[config.mk]
export PLATFORM = sky130hd
export DESIGN_NAME = lpf_ctrl
export DESIGN_NICKNAME = d
export VERILOG_FILES = /design/src/sv/lpf_pkg.sv /design/src/sv/lpf_ctrl.sv
export SDC_FILE = /design/constraint.sdc
export NUM_CORES = 1
export LEC_CHECK = 0
export CAP_MARGIN = 15
export CORE_AREA = 2 2 39 41
export CTS_CLUSTER_SIZE = 24
export DETAILED_ROUTE_END_ITERATION = 16
export DIE_AREA = 0 0 41 43
export DONT_BUFFER_PORTS = 1
export GPL_TIMING_DRIVEN = 0
export PLACE_DENSITY_LB_ADDON = 0.05
export RECOVER_POWER = 100
export SYNTH_ARGS = -nofsm -noshare
export SYNTH_HDL_FRONTEND = slang
export SYNTH_SLANG_ARGS = --single-unit
[constraint.sdc]
create_clock -name clk -period 1.2 [get_ports clk]
set_input_delay 0.18 -clock clk [delete_from_list [all_inputs] [get_ports clk]]
set_output_delay 0.18 -clock clk [all_outputs]
set_load 0.1 [all_outputs]
[src/sv/lpf_pkg.sv]
// ----------------------------------------------------------------------------
// lpf_pkg
// Screen geometry, opcodes and shared types of the page framebuffer.
// ----------------------------------------------------------------------------
`default_nettype none

package lpf_pkg;

	localparam int SCREEN_WIDTH  = 100;
	localparam int SCREEN_HEIGHT = 64;
	localparam int PAGE_COUNT    = 8;
	localparam int MEM_DEPTH     = PAGE_COUNT * SCREEN_WIDTH;
	localparam int ADDR_W        = $clog2(MEM_DEPTH);
	localparam int ERR_W         = 12;

	localparam logic [1:0] OP_DRAW  = 2'd0;
	localparam logic [1:0] OP_WRITE = 2'd1;
	localparam logic [1:0] OP_READ  = 2'd2;
	localparam logic [1:0] OP_CLEAN = 2'd3;

	typedef struct packed {
		logic [1:0]        opcode;
		logic signed [7:0] x_start;
		logic signed [7:0] y_start;
		logic signed [7:0] x_end;
		logic signed [7:0] y_end;
		logic              ink;
		logic [2:0]        page;
		logic [6:0]        column;
		logic [7:0]        byte_in;
	} lpf_in_t;

	typedef struct packed {
		logic [7:0] read_byte;
		logic       dirty;
	} lpf_out_t;

	// controller -> datapath
	typedef struct packed {
		logic ld;
		logic step;
		logic clr_en;
		logic byte_wr;
		logic byte_rd;
		logic mark_clean;
		logic out_load;
	} lpf_cmd_t;

	// datapath -> controller
	typedef struct packed {
		logic       clr_last;
		logic       line_last;
		logic [1:0] op;
	} lpf_stat_t;

	function automatic logic [ADDR_W-1:0] pix_addr(logic [2:0] pg, logic [6:0] col);
		pix_addr = ADDR_W'(int'(pg) * SCREEN_WIDTH + int'(col));
	endfunction

endpackage

`default_nettype wire

[src/sv/lpf_ctrl.sv]
// ----------------------------------------------------------------------------
// lpf_ctrl
// Sequencer: clearing pass, request intake, line walk, result handoff.
// ----------------------------------------------------------------------------
`default_nettype none

module lpf_ctrl import lpf_pkg::*; (
	input  logic      clk,
	input  logic      arst_n,
	input  logic      in_valid,
	output logic      in_ready,
	output logic      out_valid,
	input  logic      out_ready,
	input  lpf_stat_t stat,
	output lpf_cmd_t  cmd
);

	localparam logic [2:0] ST_CLEAR = 3'd0;
	localparam logic [2:0] ST_IDLE  = 3'd1;
	localparam logic [2:0] ST_EXEC  = 3'd2;
	localparam logic [2:0] ST_LINE  = 3'd3;
	localparam logic [2:0] ST_DRAIN = 3'd4;
	localparam logic [2:0] ST_DONE  = 3'd5;

	logic [2:0] state_q, state_nx;
	logic       out_valid_q;

	assign in_ready  = state_q == ST_IDLE;
	assign out_valid = out_valid_q;

	always_comb begin
		state_nx = state_q;
		cmd      = '0;
		case (state_q)
			ST_CLEAR: begin
				cmd.clr_en = 1'b1;
				if (stat.clr_last) begin
					state_nx = ST_IDLE;
				end
			end
			ST_IDLE: begin
				if (in_valid) begin
					cmd.ld   = 1'b1;
					state_nx = ST_EXEC;
				end
			end
			ST_EXEC: begin
				state_nx = ST_DONE;
				case (stat.op)
					OP_DRAW:  state_nx       = ST_LINE;
					OP_WRITE: cmd.byte_wr    = 1'b1;
					OP_READ:  cmd.byte_rd    = 1'b1;
					default:  cmd.mark_clean = 1'b1;
				endcase
			end
			ST_LINE: begin
				cmd.step = 1'b1;
				if (stat.line_last) begin
					state_nx = ST_DRAIN;
				end
			end
			ST_DRAIN: begin
				state_nx = ST_DONE;
			end
			ST_DONE: begin
				if (!out_valid_q || out_ready) begin
					cmd.out_load = 1'b1;
					state_nx     = ST_IDLE;
				end
			end
			default: begin
				state_nx = ST_IDLE;
			end
		endcase
	end

	always_ff @(posedge clk or negedge arst_n) begin
		if (!arst_n) begin
			state_q     <= ST_CLEAR;
			out_valid_q <= 1'b0;
		end else begin
			state_q <= state_nx;
			if (cmd.out_load) begin
				out_valid_q <= 1'b1;
			end else if (out_ready) begin
				out_valid_q <= 1'b0;
			end
		end
	end

endmodule

`default_nettype wire

==> flow_metrics.env, run 1 <==
export IMPL_startpoint_type="flop"
export IMPL_outcome="complete, but fails checks"
export IMPL_path_max_fanout=2
export IMPL_gp_congestion=0.764
export IMPL_clkTransAtPathRegs_ps=30
export IMPL_tightest_slew_ps=1010
export IMPL_grt_ovfl_total=0
export IMPL_worstSetupPathType="reg2out"
export IMPL_cts_made_buffers=3
export IMPL_post_route_min_period_ps=2200
export IMPL_clock_sinks=4
export IMPL_grt_pass1_vias=269
export IMPL_wire_per_inst_um=13.6
export IMPL_fin_nets=56
export IMPL_rows=14
export IMPL_setup_viol=12
export IMPL_start_util=0.203
export IMPL_cts_root_buf="clkbuf_4"
export IMPL_dr_max_layer_used="met3"
export IMPL_remaining_drc_errors=0
export IMPL_rsz0062_at_grt="true"
export IMPL_wl_met1_um=356
export IMPL_synth_avg_cell_area_um2=8.04
export IMPL_nFillCells=137
export IMPL_postSynthCellCount=35
export IMPL_finalHoldViolations=0
export IMPL_antenna_found_initial=0
export IMPL_cp_slowest_cell="nor3_4"
export IMPL_diodes=0
export IMPL_grt_max_degree=10
export IMPL_grt_pass1_wl_um=1210
export IMPL_coreArea_um2=1380
export IMPL_htree_levels=1
export IMPL_seq_area_frac_synth=0.356
export IMPL_finalCritPeriodShare=1.83
export IMPL_drtAntennaViolNets=0
export IMPL_cap_violations=0
export IMPL_vias_per_cell=4.81
export IMPL_slew_viol_final=0
export IMPL_dieWidth_um=41
export IMPL_cts_tree="yes"
export IMPL_syn2layout_area_growth_pct=78.2
export IMPL_relSlewSlack=0.326
export IMPL_clockBufferDepth=2
export IMPL_seqCellArea_um2=104
export IMPL_slowest_delay_ps=810
export IMPL_dieArea_um2=1760
export IMPL_final_cells=63
export IMPL_violations="negative setup slack"
export IMPL_crit_path_cell_trace="buf_6 -> nor3_4 -> and2_4"
export IMPL_synth_nets=43
export IMPL_dp_cells=51
export IMPL_ios=17
export IMPL_drt_iter0_markers=3
export IMPL_synth_area_um2=282
export IMPL_grt_usage=0.109
export IMPL_drive_gt1_frac=0.596
export IMPL_critical_path_required_ps=1020
export IMPL_dr_pass1_iters=3
export IMPL_wl_met3_um=55
export IMPL_drt_wl_total_um=855
export IMPL_die_y_um=43
export IMPL_hpwlAfterDp_um=559
export IMPL_multi_input_area_um2=253
export IMPL_clock_skew_ps=11.0
export IMPL_worst_slack_ps=-1000
export IMPL_port_buffers=0
export IMPL_routed_via_count=303
export IMPL_dr_wl_met2_um=443
export IMPL_end_kind="output pin"
export IMPL_ys_ff_latch=4
export IMPL_hold_path_class="in2reg"
export IMPL_arrival_ps=2020
export IMPL_synth_cell_types=21
export IMPL_clkLatencyLatePin_ps=240
export IMPL_yosysWarnings=0
export IMPL_fmax_mhz=454
Yosys cell counts (all sizes together):
| library cell | instances | area, µm² |
|---|---|---|
| o21bai | 1 | 7.51 |
| a221o | 1 | 10.0 |
| nor2b | 2 | 12.5 |
| or2b | 2 | 15.0 |
| and3b | 1 | 8.76 |
| a21oi | 2 | 10.0 |
| mux2i | 1 | 10.0 |
| o21ai | 3 | 15.0 |
| nor2 | 4 | 17.5 |
| inv | 3 | 11.3 |
| nor3 | 4 | 20.0 |
| buf | 1 | 7.51 |
| nor3b | 1 | 7.51 |
| nand3b | 1 | 7.51 |
| nand3 | 1 | 5.00 |
| and2 | 1 | 6.26 |
| and3 | 1 | 6.26 |
| dfrtp | 4 | 100 |
| nand2 | 1 | 3.75 |
metrics by stage:
step,TNS [ps],util,instance area (µm²),hold slack (ps),setup WS [ps]
floorplan,-3830,-,333,-116,-790
global placement,-4570,0.255,353,-115,-892
detailed placement,-4360,0.259,359,-115,-919
global route,-6500,0.363,502,117,-1060
finish,-5870,0.363,502,112,-1000
CTS,-5640,0.306,423,43.4,-1020
metal layers:
layer | global-route usage | vias to the layer above
li1 | - | 148
met1 | 0.136 | 143
met2 | 0.141 | 12
met3 | 0.0471 | 0
met4 | 0.0800 | 0
met5 | 0 | -
state kept, by name (all words and copies together), names as in the netlist:
signal	count
state_q	3
out_valid	1
cell usage in the layout, fill, tap and decap left out, types with 2 or more instances in the layout:
master | netlist | layout
buf_4 | 1 | 4
buf_6 | 0 | 2
clkbuf_4 | 0 | 3
dfrtp_2 | 0 | 3
dlygate4sd3_1 | 0 | 2
inv_1 | 2 | 2
nor2_1 | 3 | 2
nor2_4 | 0 | 2
nor3_1 | 4 | 2
nor3_4 | 0 | 2
o21ai_2 | 0 | 2
or2b_1 | 2 | 2
final cells by class:
cell class | count | share of cell area
plain buffers | 1 | 0.0224
clock buffers | 4 | 0.0524
inverters | 3 | 0.0224
multi-input cells | 27 | 0.504
flip-flops and latches | 4 | 0.207
well taps | 16 | 0.0399
repair buffers | 8 | 0.152
cells by family after synthesis:
family          synth area share
mux                       0.0356
simple gates               0.391
compound gates             0.151
buf+inv                   0.0667
flops                      0.356
critical path, delay by kind of cell (launching register included):
family / cells / cell delay [ps]
AND/OR/NAND/NOR: 2 / 1290
buffers and inverters: 1 / 130
flip-flops: 1 / 370
final timing paths:
kind,from,depth (start not counted),to,slack [ps]
min in group asynchronous,arst_n,1,out_valid$_DFFE_PN0P_,210
hold reg to reg,state_q[2]$_DFFE_PN0P_,1,state_q[1]$_DFFE_PN0P_,510
setup / recovery,state_q[1]$_DFFE_PN0P_,3,cmd[6],-1000
hold / removal,stat[2],1,state_q[2]$_DFFE_PN0P_,110
max in group asynchronous,arst_n,1,state_q[2]$_DFFE_PN0P_,790
setup reg to reg,state_q[2]$_DFFE_PN0P_,3,state_q[2]$_DFFE_PN0P_,-390
repair_timing:
item                                    4_1_cts  5_1_grt
hold buffers                                  1        1
endpoints found under the setup margin        9       10
endpoints found under the hold margin         4        1
setup buffers                                 2        5
pin swaps                                     3        7
resized for setup                             4       11
Power of run 1 is left out: the tool's default activity adds up to more than one toggle a clock period on the data nets, which glitch-free logic cannot reach.
==> run 2, diff against run 1 <==
==> constraint.sdc (replaced) <==
create_clock -name clk -period 1.2 [get_ports clk]
set_input_delay 0.24 -clock clk [delete_from_list [all_inputs] [get_ports clk]]
set_output_delay 0.24 -clock clk [all_outputs]
set_load 0.1 [all_outputs]
==> run 2 against run 1 <==
The flow still finishes with violations (negative setup slack); clock skew up 1.1 ps; sequential cell count unchanged; global-route usage unchanged; non-clock buffer count down 1; final cell count down 1.6%; register-to-register slack about the same; via count unchanged; wire length down 0.35%; maximum frequency down 2.9%; setup slack worse by 66 ps; clock-buffer cell count unchanged; design area down 1.5%; critical path type unchanged; highest routed layer is now met4.
==> flow_metrics.env, run 2 (synthesis results as in run 1) <==
export IMPL_dp_slack_ps=-979
export IMPL_grt_max_degree=10
export IMPL_largest_reg_flops=3
export IMPL_grt_pass1_wl_um=1210
export IMPL_grt_usage=0.109
export IMPL_setup_viol=12
export IMPL_startpoint_type="flop"
export IMPL_wire_per_inst_um=13.7
export IMPL_end_kind="output pin"
export IMPL_cpLargestDelayFamily="simple AND/OR/NAND/NOR gates"
export IMPL_port_buffers=0
export IMPL_dieArea_um2=1760
export IMPL_clkLatencyLatePin_ps=250
export IMPL_wl_met1_um=345
export IMPL_worstSetupPathType="reg2out"
export IMPL_mostFrequentLayoutCells="buf_4, clkbuf_4"
export IMPL_regMostFlops="state_q"
export IMPL_outcome="complete, but fails checks"
export IMPL_dr_wl_met2_um=437
export IMPL_hold_ws_ps=71.8
export IMPL_cts_tree="yes"
export IMPL_fin_nets=55
export IMPL_gp_congestion=0.764
export IMPL_slowest_delay_ps=810
export IMPL_clkTransAtPathRegs_ps=40
export IMPL_routed_via_count=303
export IMPL_clock_skew_ps=12.0
export IMPL_cts_made_buffers=3
export IMPL_path_buf_inv=1
export IMPL_vias_per_cell=4.89
export IMPL_post_route_min_period_ps=2270
export IMPL_rows=14
export IMPL_ios=17
export IMPL_wl_met3_um=60
export IMPL_grt_ovfl_total=0
export IMPL_start_util=0.203
export IMPL_diodes=0
export IMPL_clock_sinks=4
export IMPL_arrival_ps=2030
export IMPL_setup_tns_final_ps=-6420
export IMPL_antenna_found_initial=0
export IMPL_path_max_fanout=2
export IMPL_finalCritPeriodShare=1.89
export IMPL_cap_violations=0
export IMPL_fmax_mhz=441
export IMPL_cp_slowest_cell="nor3_4"
export IMPL_tightest_slew_ps=1010
export IMPL_drive_gt1_frac=0.609
export IMPL_coreArea_um2=1380
export IMPL_dr_max_layer_used="met4"
export IMPL_cts_root_buf="clkbuf_4"
export IMPL_dieWidth_um=41
export IMPL_worst_slack_ps=-1070
export IMPL_violations="negative setup slack"
export IMPL_final_common_cell="buf_4"
export IMPL_crit_path_cell_trace="buf_6 -> nor3_4 -> and2_4"
export IMPL_hold_path_class="in2reg"
export IMPL_remaining_drc_errors=0
export IMPL_htree_levels=1
export IMPL_nFillCells=139
export IMPL_drt_iter0_markers=1
export IMPL_grt_pass1_vias=269
export IMPL_relSlewSlack=0.326
export IMPL_die_y_um=43
export IMPL_finalHoldViolations=0
export IMPL_slew_viol_final=0
export IMPL_clockBufferDepth=2
export IMPL_rsz0062_at_grt="true"
export IMPL_dr_pass1_iters=4
export IMPL_hpwlAfterDp_um=559
export IMPL_critical_path_required_ps=960
export IMPL_syn2layout_area_growth_pct=75.6
export IMPL_drtAntennaViolNets=0
export IMPL_drt_wl_total_um=852
-- run 2: worst paths after layout --
path / cells past startpoint / to / slack, ps / from
min: 1 / out_valid$_DFFE_PN0P_ / 70 / out_ready
max: 3 / cmd[6] / -1070 / state_q[1]$_DFFE_PN0P_
max reg2reg: 3 / state_q[2]$_DFFE_PN0P_ / -390 / state_q[2]$_DFFE_PN0P_
max in group asynchronous: 1 / state_q[2]$_DFFE_PN0P_ / 730 / arst_n
min reg2reg: 1 / state_q[1]$_DFFE_PN0P_ / 510 / state_q[2]$_DFFE_PN0P_
min in group asynchronous: 1 / out_valid$_DFFE_PN0P_ / 270 / arst_n
-- run 2: what timing repair did --
item / CTS / global route
setup endpoints to repair: 10 / 10
pin swaps: 3 / 7
gates resized for setup: 5 / 11
buffers inserted: 2 / 5
endpoints found under the hold margin: 4 / 0
hold buffers: 1 / 0
-- run 2: metal layers --
metal	GRT usage	up-vias
li1	-	147
met1	0.136	140
met2	0.141	14
met3	0.0471	2
met4	0.0800	0
met5	0	-
-- run 2: through the flow --
step / cell area (µm²) / util / std cells
after floorplan: 333 / - / 35
after global placement: 353 / 0.255 / 51
after detailed placement: 359 / 0.259 / 51
after CTS: 425 / 0.307 / 58
after global routing: 494 / 0.357 / 62
final: 494 / 0.357 / 62
-- run 2: cell type report --
| type | count | area [µm²] | area share |
|---|---|---|---|
| inverters | 3 | 11.3 | 0.0228 |
| clock buffers | 4 | 26.3 | 0.0532 |
| well taps | 16 | 20.0 | 0.0405 |
| repair buffers | 7 | 66.3 | 0.134 |
| plain buffers | 1 | 11.3 | 0.0228 |
| flip-flops and latches | 4 | 106 | 0.215 |
| multi-input cells | 27 | 253 | 0.511 |
Power of run 2 is left out for the same reason.
